### src/rtl/pse_pkg.sv
// ----------------------------------------------------------------------------
// pse_pkg
// Types, constants and tables of the percentile summary engine.
// ----------------------------------------------------------------------------
`default_nettype none

package pse_pkg;

  localparam int SAMPLE_BITS = 32;
  localparam int MAX_SAMPLES = 1024;
  localparam int VALUE_W     = 40;
  localparam int FRAC_W      = 17;
  localparam int KIND_W      = 4;
  localparam int NUM_PCT     = 7;
  localparam int PCT_W       = 7;

  localparam logic [FRAC_W-1:0] FRAC_ONE    = 17'h10000;
  localparam logic [PCT_W-1:0]  PCT_ROUND   = 7'd99;

  // floor(x / 100) == (x * PCT_RECIP) >> PCT_SHIFT, exact for x below 14e6
  localparam int                PCT_RECIP_W = 24;
  localparam int                PCT_SHIFT   = 30;
  localparam logic [PCT_RECIP_W-1:0] PCT_RECIP = 24'd10737419;

  typedef enum logic [KIND_W-1:0] {
    KIND_MEAN = 4'd0,
    KIND_MIN  = 4'd1,
    KIND_MAX  = 4'd2,
    KIND_P01  = 4'd3,
    KIND_P05  = 4'd4,
    KIND_P10  = 4'd5,
    KIND_P50  = 4'd6,
    KIND_P90  = 4'd7,
    KIND_P95  = 4'd8,
    KIND_P99  = 4'd9
  } stat_kind_e;

  typedef enum logic [4:0] {
    ST_LOAD,
    ST_SORT_KEY,
    ST_SORT_KEYW,
    ST_SORT_CMP,
    ST_SORT_CMPW,
    ST_RANK_RD,
    ST_RANK_CMP,
    ST_MEAN_DIV,
    ST_MEAN_WAIT,
    ST_MFRAC_DIV,
    ST_MFRAC_WAIT,
    ST_MIN_DIV,
    ST_MIN_WAIT,
    ST_MAX,
    ST_PCT_NEED,
    ST_PCT_IDX,
    ST_PCT_SEL,
    ST_EMIT
  } state_e;

  localparam logic [PCT_W-1:0] PCT_NUM [NUM_PCT] =
    '{7'd1, 7'd5, 7'd10, 7'd50, 7'd90, 7'd95, 7'd99};

  localparam logic [FRAC_W-1:0] PCT_FRAC [NUM_PCT] =
    '{17'd655, 17'd3277, 17'd6554, 17'd32768, 17'd58982, 17'd62259, 17'd64881};

  typedef struct packed {
    logic start;
  } div_ctl_t;

  typedef struct packed {
    logic busy;
    logic done;
  } div_sts_t;

endpackage

`default_nettype wire

### src/rtl/pse_div.sv
// ----------------------------------------------------------------------------
// pse_div
// Restoring radix-2 divider, one quotient bit per cycle.
// ----------------------------------------------------------------------------
`default_nettype none

module pse_div #(
  parameter int DividendW = 51,
  parameter int DivisorW  = 11
) (
  input  wire logic                     clk_i,
  input  wire logic                     rst_ni,
  input  wire pse_pkg::div_ctl_t        ctl_i,
  input  wire logic [DividendW-1:0]     dividend_i,
  input  wire logic [DivisorW-1:0]      divisor_i,
  output pse_pkg::div_sts_t             sts_o,
  output logic      [DividendW-1:0]     quotient_o
);

  localparam int CntW = $clog2(DividendW + 1);

  logic                 busy_q, busy_d;
  logic                 done_q, done_d;
  logic [CntW-1:0]      cnt_q, cnt_d;
  logic [DividendW-1:0] dq_q, dq_d;
  logic [DivisorW-1:0]  rem_q, rem_d;
  logic [DivisorW-1:0]  dvs_q, dvs_d;
  logic [DivisorW:0]    trial;
  logic                 qbit;

  always_comb begin
    busy_d = busy_q;
    done_d = 1'b0;
    cnt_d  = cnt_q;
    dq_d   = dq_q;
    rem_d  = rem_q;
    dvs_d  = dvs_q;
    trial  = {rem_q, dq_q[DividendW-1]};
    qbit   = (trial >= {1'b0, dvs_q});
    if (busy_q) begin
      rem_d = qbit ? DivisorW'(trial - {1'b0, dvs_q}) : DivisorW'(trial);
      dq_d  = {dq_q[DividendW-2:0], qbit};
      cnt_d = cnt_q - CntW'(1);
      if (cnt_q == CntW'(1)) begin
        busy_d = 1'b0;
        done_d = 1'b1;
      end
    end else if (ctl_i.start) begin
      busy_d = 1'b1;
      cnt_d  = CntW'(DividendW);
      dq_d   = dividend_i;
      rem_d  = '0;
      dvs_d  = divisor_i;
    end
  end

  always_ff @(posedge clk_i or negedge rst_ni) begin
    if (!rst_ni) begin
      busy_q <= 1'b0;
      done_q <= 1'b0;
      cnt_q  <= '0;
    end else begin
      busy_q <= busy_d;
      done_q <= done_d;
      cnt_q  <= cnt_d;
    end
  end

  always_ff @(posedge clk_i) begin
    dq_q  <= dq_d;
    rem_q <= rem_d;
    dvs_q <= dvs_d;
  end

  assign sts_o.busy = busy_q;
  assign sts_o.done = done_q;
  assign quotient_o = dq_q;

endmodule

`default_nettype wire

### config.mk
export PLATFORM = sky130hd
export DESIGN_NAME = pse_div
export DESIGN_NICKNAME = d
export VERILOG_FILES = /design/src/rtl/pse_pkg.sv /design/src/rtl/pse_div.sv
export SDC_FILE = /design/constraint.sdc
export NUM_CORES = 1
export LEC_CHECK = 0
export BUFFER_PORTS_ARGS = -buffer_cell sky130_fd_sc_hd__buf_2
export CORE_UTILIZATION = 55
export CTS_CLUSTER_DIAMETER = 150
export DETAILED_ROUTE_END_ITERATION = 6
export GPL_TIMING_DRIVEN = 0
export HOLD_SLACK_MARGIN = 0.08
export PLACE_DENSITY = 0.95
export SETUP_SLACK_MARGIN = 0.02
export SYNTH_ARGS = -nofsm -noshare
export SYNTH_HDL_FRONTEND = slang
export SYNTH_SLANG_ARGS = --single-unit
### constraint.sdc
create_clock -name clk_i -period 5.9 [get_ports clk_i]
set_clock_uncertainty 0.05 [all_clocks]
set_input_delay 0 -clock clk_i [delete_from_list [all_inputs] [get_ports clk_i]]
set_output_delay 0 -clock clk_i [all_outputs]
set_load 0.005 [all_outputs]
==> results.tsv, run 1 <==
stage	metric	value	unit
drt	first_pass_iters	6	
logic_synthesis	synth_edf_count	73	
logic_synthesis	synth.net_count	364	
drt	first_iter_violations	374	
worst_setup_path	rr_worst_depth	7	
drt	highest_layer	met4	
timing	rsz0062_at_grt	no	
drt	viasPerCell	6.02	
clock_tree	numCtsBuffers	9	
global_routing	grt_max_degree	42	
worst_setup_path	path_max_fanout	6	
logic_synthesis	syn_inst	285	
placement	gp_congestion	0.958	
drt	drt-met1-wl	4.35	mm
clock_tree	clockRootBuffer	clkbuf_8	
final_layout	final_area	5480	um^2
logic_synthesis	syn_area_per_cell	13.7	um^2
clock_tree	cts_buffer_depth	2	
timing	hold_violations	0	
placement	dp_slack	3.23	ns
timing	fmax	0.338	GHz
global_routing	grt_overflow	0	
timing	slew_headroom	15.8	%
logic_synthesis	ys.flop_type	edfxtp_1	
global_routing	grt_pass1_wl	19.6	mm
timing	setup_tns	0	ns
floorplan	ioPinCount	118	
worst_setup_path	critPathLaunch	rem_q[4]	
run	maxCapViolCount	0	
placement	placed_area	4640	um^2
timing	tightestPinTransition	1.26	ns
global_routing	grt_antenna_before_repair	0	
final_layout	fillCellCount	347	
drt	drt_wl_total	12.9	mm
worst_setup_path	r2r_end	rem_q[0]	
clock_tree	numClockSinks	81	
worst_setup_path	crit_arrival	3.04	ns
worst_setup_path	required	5.98	ns
drt	ant_nets	0	
worst_setup_path	r2r_start	rem_q[4]	
logic_synthesis	synth_cell_type_count	40	
power	leakagePower	2.38	nW
final_layout	drive_gt1_share	39.9	%
drt	route.met3.wl	1.34	mm
floorplan	die_w	86.3	um
drt	wl_per_cell	22.3	um
timing	hold_ws	0.311	ns
power	irDropWorstVdd	0.334	mV
logic_synthesis	synth_area	3910	um^2
status	outcome	complete, no violations	
floorplan	dieArea	7450	um^2
final_layout	layout.nets	558	
timing	setup_viol	0	
timing	finalCritPeriodShare	50.1	%
timing	timing.final.ws_setup	2.95	ns
worst_setup_path	cp-end-kind	register	
global_routing	grt_use_total	36.4	%
worst_setup_path	r2r_slack	2.95	ns
placement	io_buffers	117	
final_layout	area.growth.synth_to_final	40.2	%
clock_tree	htree_levels	3	
power	pwr_density_cell	511	nW/um^2
drt	via_count	3492	
timing	min_period	2.95	ns
worst_setup_path	crit_end	rem_q[0]	
drt	drc	0	
floorplan	num_rows	30	
global_routing	grt_pass1_vias	3565	
floorplan	core	6830	um^2
timing	slew_viol_final	0	
placement	dp.final_hpwl	6.60	mm
logic_synthesis	seq_area_frac_synth	61.2	%
clock_tree	cts_tree	yes	
logic_synthesis	ys_ff_latch	81	
clock_tree	clkTransAtPathRegs	0.09	ns
logic_synthesis	yosysWarnings	0	
power	power	2.80	mW
floorplan	start_util	57.3	%
floorplan	die_height	86.3	um
worst_setup_path	cp-start-kind	register	
clock_tree	insertion_delay	0.36	ns
final_layout	diodes	0	
drt	wl_met2	6.53	mm
logic_synthesis	synthArstFlopShare	9.88	%
worst_setup_path	path_class	register to register	
hold_path	min-delay-path-class	input port to register	
==> final cells by class <==
| type | instances | area, um^2 | share of cell area (%) |
|---|---|---|---|
| Tap cell | 96 | 120 | 2.19 |
| Clock inverter | 7 | 71.3 | 1.30 |
| Clock buffer | 9 | 124 | 2.26 |
| Inverter | 19 | 71.3 | 1.30 |
| Multi-Input combinational cell | 174 | 1390 | 25.4 |
| Timing Repair Buffer | 183 | 1260 | 22.9 |
| Buffer | 11 | 56.3 | 1.03 |
| Sequential cell | 81 | 2390 | 43.6 |
==> metrics by stage <==
step / std cells / util (%)
floorplan: 285 / -
global placement: 498 / 67.6
detailed placement: 499 / 67.9
CTS: 580 / 80.3
global route: 580 / 80.3
finish: 580 / 80.3
==> layer usage <==
layer | track usage, % | vias up
li1 | - | 1450
met1 | 42.9 | 1630
met2 | 63.8 | 333
met3 | 7.62 | 79
met4 | 17.6 | 0
met5 | 0 | -
==> power breakdown <==
part	switching [mW]	internal, mW
Combinational	0.631	0.567
Clock	0.224	0.196
Sequential	0.197	0.986
Total	1.05	1.75
==> what timing repair did <==
action                    CTS  global route
hold buffers               65             0
hold endpoints to repair   74             0
gates resized for setup     0             0
buffers inserted            0             0
==> worst max-delay path: stages, from the launching register on <==
cell	delay, ns
edfxtp_1	0.43
ha_1	0.41
a21o_1	0.26
or3_1	0.35
o21a_1	0.25
nor3_2	0.40
nor2_2	0.18
a211oi_1	0.40
==> state kept, by name (all words and copies together) (netlist names) <==
| signal | cells |
|---|---|
| cnt_q | 6 |
| done_q | 1 |
| dvs_q | 11 |
| quotient_o | 51 |
| busy_q | 1 |
| rem_q | 11 |
==> Yosys cell counts (2+ instances only) <==
| library cell | n | area share (%) |
|---|---|---|
| nand2b_1 | 6 | 0.96 |
| ha_1 | 13 | 4.2 |
| mux2_2 | 50 | 14 |
| a21oi_1 | 18 | 2.3 |
| dfrtp_1 | 8 | 5.1 |
| buf_4 | 2 | 0.38 |
| a211oi_1 | 3 | 0.58 |
| nor2_1 | 10 | 0.96 |
| nor3_1 | 6 | 0.77 |
| o21a_1 | 3 | 0.58 |
| nor2b_1 | 2 | 0.32 |
| nand3_1 | 5 | 0.64 |
| nand2_1 | 11 | 1.1 |
| o211ai_1 | 4 | 0.77 |
| xnor2_1 | 7 | 1.6 |
| o21ai_0 | 13 | 1.7 |
| clkbuf_1 | 7 | 0.67 |
| edfxtp_1 | 73 | 56 |
| or3_1 | 4 | 0.64 |
| o22ai_1 | 2 | 0.32 |
| inv_1 | 18 | 1.7 |
| a21o_1 | 2 | 0.38 |
==> worst min path at each step <==
stage                     depth (start not counted)  slack (ns)          start         to
after floorplan                                   0       -0.35         rst_ni     busy_q
after global placement                            1       -0.20         rst_ni     done_q
after detailed placement                          1       -0.20         rst_ni     done_q
after CTS                                         2        0.30  divisor_i[10]  dvs_q[10]
after global routing                              2        0.32   divisor_i[1]   dvs_q[1]
final                                             2        0.31  divisor_i[10]  dvs_q[10]
==> layout by cell type, fill, tap and decap left out, drive strengths merged, types with 8 or more instances in the layout <==
cell type	n
nand2	11
dfrtp	8
inv	18
nor2	11
mux2	50
clkbuf	16
ha	13
edfxtp	73
o21ai	13
buf	122
dlygate4sd3	65
a21oi	19
==> cell families (layout without fill, tap and decap cells) <==
kind of cell / Yosys count / in the layout / synth area share [%]
flops: 81 / 81 / 61.2
simple gates: 51 / 51 / 6.69
buf+inv: 30 / 229 / 3.26
mux: 50 / 50 / 14.4
fa+ha+maj: 14 / 14 / 4.67
compound gates: 51 / 51 / 8.03
xor+xnor: 8 / 8 / 1.79
No activity file was read; power rests on OpenSTA's default activity.
==> run 2, diff against run 1 <==
Settings changed: CORE_UTILIZATION 55 to 52, PLACE_DENSITY 0.95 to 0.91.
Clock period 5.9 ns to 3 ns, I/O delays scaled along.
==> results.tsv, run 2 (synthesis results as in run 1) <==
stage	metric	value	unit	change
placement	io_buffers	117		unchanged
timing	hold_ws	0.292	ns	was 0.311 ns
placement	gp_congestion	0.909		was 0.958
power	power	5.23	mW	was 2.80 mW
global_routing	grt_pass1_wl	15.6	mm	was 19.6 mm
final_layout	mostFrequentLayoutCells	buf_2, edfxtp_1, dlygate4sd3_1		unchanged
power	pwr_density_cell	953	nW/um^2	was 511 nW/um^2
power	pwr-share-comb	41.3	%	was 42.8%
drt	drt_wl_total	10.2	mm	was 12.9 mm
power	leakagePower	2.37	nW	was 2.38 nW
power	clock_power_share	15.6	%	was 15.0%
power	switching_power	1.79	mW	was 1.05 mW
drt	first_iter_violations	107		was 374
timing	setup_viol	0		unchanged
final_layout	largest_register_ffs	51		unchanged
timing	finalCritPeriodShare	91.1	%	was 50.1%
drt	ant_nets	0		unchanged
floorplan	die_height	88.7	um	was 86.3 um
global_routing	grt_pass1_vias	3174		was 3,565
worst_setup_path	critPathLaunch	rem_q[4]		unchanged
worst_setup_path	path_class	register to register		unchanged
drt	first_pass_iters	4		was 6
floorplan	dieArea	7870	um^2	was 7450 um^2
final_layout	layout.nets	558		unchanged
final_layout	ff_latch_area	2390	um^2	unchanged
clock_tree	clockRootBuffer	clkbuf_8		unchanged
worst_setup_path	path_max_fanout	6		unchanged
worst_setup_path	cp-end-kind	register		unchanged
global_routing	grt_max_degree	40		was 42
timing	hold_violations	0		unchanged
timing	slew_viol_final	0		unchanged
final_layout	final_common_cell	buf_2		unchanged
final_layout	final_cells	583		was 580
drt	viasPerCell	5.24		was 6.02
timing	slew_headroom	16.5	%	was 15.8%
hold_path	min-delay-path-class	input port to register		unchanged
drt	wl_per_cell	17.4	um	was 22.3 um
clock_tree	cts_buffer_depth	2		unchanged
timing	fmax	0.366	GHz	was 0.338 GHz
final_layout	fillCellCount	454		was 347
final_layout	diodes	0		unchanged
floorplan	num_rows	31		was 30
power	p_sw_share	34.2	%	was 37.6%
floorplan	start_util	53.9	%	was 57.3%
status	outcome	complete, no violations		unchanged
worst_setup_path	crit_arrival	2.80	ns	was 3.04 ns
final_layout	area.growth.synth_to_final	40.3	%	was 40.2%
hold_path	hp-start	divisor_i[5]		was divisor_i[10]
final_layout	drive_gt1_share	39.7	%	was 39.9%
timing	setup_tns	0	ns	unchanged
power	pwr-share-seq	43.1	%	was 42.2%
run	maxCapViolCount	0		unchanged
clock_tree	insertion_delay	0.36	ns	about the same
timing	min_period	2.73	ns	was 2.95 ns
worst_setup_path	required	3.06	ns	was 5.98 ns
placement	dp.final_hpwl	6.02	mm	was 6.60 mm
worst_setup_path	cp-start-kind	register		unchanged
floorplan	ioPinCount	118		unchanged
drt	drc	0		unchanged
clock_tree	cts_tree	yes		unchanged
final_layout	multi_input_area	1390	um^2	unchanged
clock_tree	clkTransAtPathRegs	0.09	ns	about the same
final_layout	fin_util	75.7	%	was 80.3%
floorplan	core	7250	um^2	was 6830 um^2
worst_setup_path	r2r_start	rem_q[4]		unchanged
global_routing	grt_antenna_before_repair	0		unchanged
clock_tree	htree_levels	3		unchanged
power	irDropWorstVdd	0.551	mV	was 0.334 mV
drt	via_count	3053		was 3,492
timing	rsz0062_at_grt	no		unchanged
global_routing	grt_use_total	27.3	%	was 36.4%
power	p_int	3.44	mW	was 1.75 mW
timing	tightestPinTransition	1.25	ns	was 1.26 ns
placement	dp.cells	502		was 499
clock_tree	numClockSinks	81		unchanged
global_routing	grt_overflow	0		unchanged
floorplan	die_w	88.7	um	was 86.3 um
clock_tree	numCtsBuffers	9		unchanged
run 2: cell types whose count changed in the layout (fill, tap and decap cells not counted):
| cell | change |
|---|---|
| clkbuf_8 | +1 |
| clkinv_2 | -1 |
| clkinv_4 | -3 |
| clkbuf_1 | +1 |
| clkinvlp_4 | +2 |
run 2: cell type report:
class | count | share of cell area [%]
Clock inverter | 5 | 1.00
Sequential cell | 81 | 43.6
Multi-Input combinational cell | 174 | 25.4
Inverter | 19 | 1.30
Timing Repair Buffer | 183 | 22.9
Tap cell | 99 | 2.26
Clock buffer | 11 | 2.58
Buffer | 11 | 1.03
run 2: power groups by stage:
stage                     Clock, mW  Sequential, mW  Combinational (mW)
after floorplan                   0            2.21                1.29
after global placement            0            2.20                1.96
after detailed placement          0            2.23                2.04
after CTS                     0.816            2.22                2.11
after global routing          0.871            2.30                2.37
final                         0.816            2.25                2.16
run 2: layer usage:
| metal | vias to the layer above | global-route usage (%) | part of all wire [%] |
|---|---|---|---|
| li1 | 1449 | - | - |
| met5 | - | 0 | 0 |
| met1 | 1467 | 31.4 | 39 |
| met3 | 20 | 8.49 | 6.5 |
| met2 | 117 | 47.3 | 53 |
| met4 | 0 | 11.7 | 2.0 |
run 2: what timing repair did:
| action | CTS | global route |
|---|---|---|
| endpoints found under the setup margin | 0 | 0 |
| hold endpoints to repair | 74 | 0 |
| hold buffers | 65 | 0 |
| gates resized for setup | 0 | 0 |
| setup buffers | 0 | 0 |
run 2: critical path: stages, from the launching register on:
cell	delay (ns)
edfxtp_1	0.42
ha_1	0.38
a21o_1	0.21
or3_1	0.34
o21a_1	0.24
nor3_2	0.42
nor2_2	0.18
a41o_1	0.24
run 2: worst paths after layout:
path | endpoint | slack, ns | cells after the start
min in group asynchronous | done_q | 0.59 | 3
worst min register to register | cnt_q[5] | 0.45 | 1
worst min-delay path | dvs_q[5] | 0.29 | 2
max in group asynchronous | cnt_q[0] | 2.03 | 3
worst max-delay path | rem_q[9] | 0.27 | 7
worst max register to register | rem_q[9] | 0.27 | 7
run 2: through the flow:
stage	area, um^2	worst slack [ns]
after floorplan	3910	0.556
after global placement	4620	-0.111
after detailed placement	4640	0.326
after CTS	5490	0.299
after global routing	5490	0.0729
final	5490	0.268
==> run 3, diff against run 2 <==
==> constraint.sdc (replaced) <==
create_clock -name clk_i -period 3 [get_ports clk_i]
set_clock_uncertainty 0.05 [all_clocks]
set_input_delay 0.3 -clock clk_i [delete_from_list [all_inputs] [get_ports clk_i]]
set_output_delay 0.3 -clock clk_i [all_outputs]
set_load 0.005 [all_outputs]
==> results.tsv, run 3 (synthesis results as in run 1) <==
stage	metric	value	unit	change
timing	timing.final.ws_setup	0.276	ns	was 0.268 ns
drt	wl_per_cell	15.7	um	was 17.4 um
timing	fmax	0.367	GHz	was 0.366 GHz
power	pwr_density_cell	1020	nW/um^2	was 953 nW/um^2
timing	slew_viol_final	0		unchanged
clock_tree	clkTransAtPathRegs	0.09	ns	about the same
placement	dp_slack	0.326	ns	unchanged
global_routing	grt_max_degree	40		unchanged
final_layout	diodes	0		unchanged
floorplan	die_w	88.7	um	unchanged
global_routing	grt_antenna_before_repair	0		unchanged
run	maxCapViolCount	0		unchanged
clock_tree	clockRootBuffer	clkbuf_8		unchanged
timing	rsz0062_at_grt	no		unchanged
floorplan	dieArea	7870	um^2	unchanged
global_routing	grt_pass1_wl	13.3	mm	was 15.6 mm
status	outcome	complete, no violations		unchanged
clock_tree	insertion_delay	0.34	ns	was 0.36 ns
placement	dp.final_hpwl	6.02	mm	unchanged
placement	gp_congestion	0.909		unchanged
final_layout	drive_gt1_share	44.5	%	was 39.7%
drt	drt_wl_total	8.30	mm	was 10.2 mm
global_routing	grt_util_met1	27.6	%	was 31.4%
power	irDropWorstVdd	0.517	mV	was 0.551 mV
floorplan	num_rows	31		unchanged
final_layout	final_common_cell	buf_2		unchanged
timing	min_period	2.72	ns	was 2.73 ns
floorplan	core	7250	um^2	unchanged
global_routing	top_usage_layer	met2		unchanged
drt	ant_nets	0		unchanged
global_routing	grt_util_met2	39.0	%	was 47.3%
drt	first_pass_iters	4		unchanged
timing	slew_headroom	21.5	%	was 16.5%
worst_setup_path	rr_worst_depth	10		was 7
floorplan	ioPinCount	118		unchanged
global_routing	met3_usage	6.62	%	was 8.49%
worst_setup_path	path_class	register to register		unchanged
worst_setup_path	cp-end-kind	register		unchanged
final_layout	largest_register_ffs	51		unchanged
clock_tree	htree_levels	3		unchanged
drt	via_count	2773		was 3,053
placement	io_buffers	117		unchanged
power	leakagePower	2.15	nW	was 2.37 nW
clock_tree	numCtsBuffers	9		unchanged
drt	drc	0		unchanged
hold_path	min-delay-path-class	input port to register		unchanged
worst_setup_path	crit_arrival	2.84	ns	was 2.80 ns
global_routing	grt_pass1_vias	2822		was 3,174
clock_tree	cts_tree	yes		unchanged
final_layout	mostFrequentLayoutCells	buf_2, edfxtp_1, mux2_2		was buf_2, edfxtp_1, dlygate4sd3_1
clock_tree	numClockSinks	81		unchanged
timing	tightestPinTransition	1.18	ns	was 1.25 ns
clock_tree	cts_resized	0		unchanged
floorplan	start_util	53.9	%	unchanged
clock_tree	cts_buffer_depth	2		unchanged
worst_setup_path	path_max_fanout	8		was 6
drt	first_iter_violations	75		was 107
timing	setup_viol	0		unchanged
worst_setup_path	cp-start-kind	register		unchanged
final_layout	layout.nets	505		was 558
timing	finalCritPeriodShare	90.8	%	was 91.1%
drt	viasPerCell	5.23		was 5.24
timing	hold_violations	0		unchanged
final_layout	area.growth.synth_to_final	26.7	%	was 40.3%
hold_path	worst_hold_path.num_cells	2		unchanged
global_routing	grt_overflow	0		unchanged
floorplan	die_height	88.7	um	unchanged
final_layout	fillCellCount	554		was 454
global_routing	grt_use_total	22.7	%	was 27.3%
worst_setup_path	required	3.12	ns	was 3.06 ns
timing	hold_ws	0.170	ns	was 0.292 ns
## run 3: cell count changes in the layout (fill, tap and decap cells not counted)
cell and change:
dlygate4sd3_1 -53
## run 3: final cells by class
class                   instances  area (um^2)  share of cell area [%]
flip-flops and latches         81         2390                    48.3
multi-input cells             174         1390                    28.1
repair buffers                130          726                    14.6
well taps                      99          124                    2.50
clock buffers                  11          141                    2.85
plain buffers                  11         56.3                    1.14
clock inverters                 5         55.1                    1.11
inverters                      19         71.3                    1.44
## run 3: what timing repair did
| item | 4_1_cts | 5_1_grt |
|---|---|---|
| buffers inserted | 0 | 0 |
| hold buffers | 12 | 0 |
| hold endpoints to repair | 19 | 0 |
## run 3: critical path: stages, from the launching register on
cell,delay (ns)
edfxtp_1,0.39
inv_1,0.06
ha_1,0.22
fa_1,0.41
nand2b_1,0.18
a21oi_1,0.26
o21a_1,0.27
or3_1,0.15
buf_6,0.14
nand3_2,0.11
o32ai_1,0.30
## run 3: worst paths after layout
check / slack (ns) / from / end
setup reg to reg: 0.28 / quotient_o[50] / rem_q[10]
max in group asynchronous: 2.45 / rst_ni / cnt_q[1]
hold reg to reg: 0.44 / cnt_q[5] / cnt_q[5]
hold / removal: 0.17 / ctl_i / cnt_q[2]
min in group asynchronous: 0.28 / rst_ni / done_q
setup / recovery: 0.28 / quotient_o[50] / rem_q[10]
## run 3: power breakdown
group | switching (mW) | internal, mW | total (mW)
logic | 0.996 | 1.06 | 2.05
registers | 0.285 | 1.93 | 2.22
clock network | 0.395 | 0.405 | 0.800
total | 1.68 | 3.39 | 5.07
## run 3: routing by layer
metal	wire length [um]	share of wire, %	vias up
li1	-	-	1346
met1	3420	41	1330
met2	4250	51	88
met3	533	6.4	9
met4	97	1.2	0
met5	0	0	-
## run 3: stage by stage
step	utilization, %	std cells	TNS [ns]	area [um^2]	total power, mW
2_1_floorplan	-	285	0	3910	3.51
3_3_place_gp	63.7	501	-6.76	4620	4.16
3_5_place_dp	64.0	502	0	4640	4.27
4_1_cts	68.3	530	0	4960	5.09
5_1_grt	68.3	530	0	4960	5.42
6_report	68.3	530	0	4960	5.07
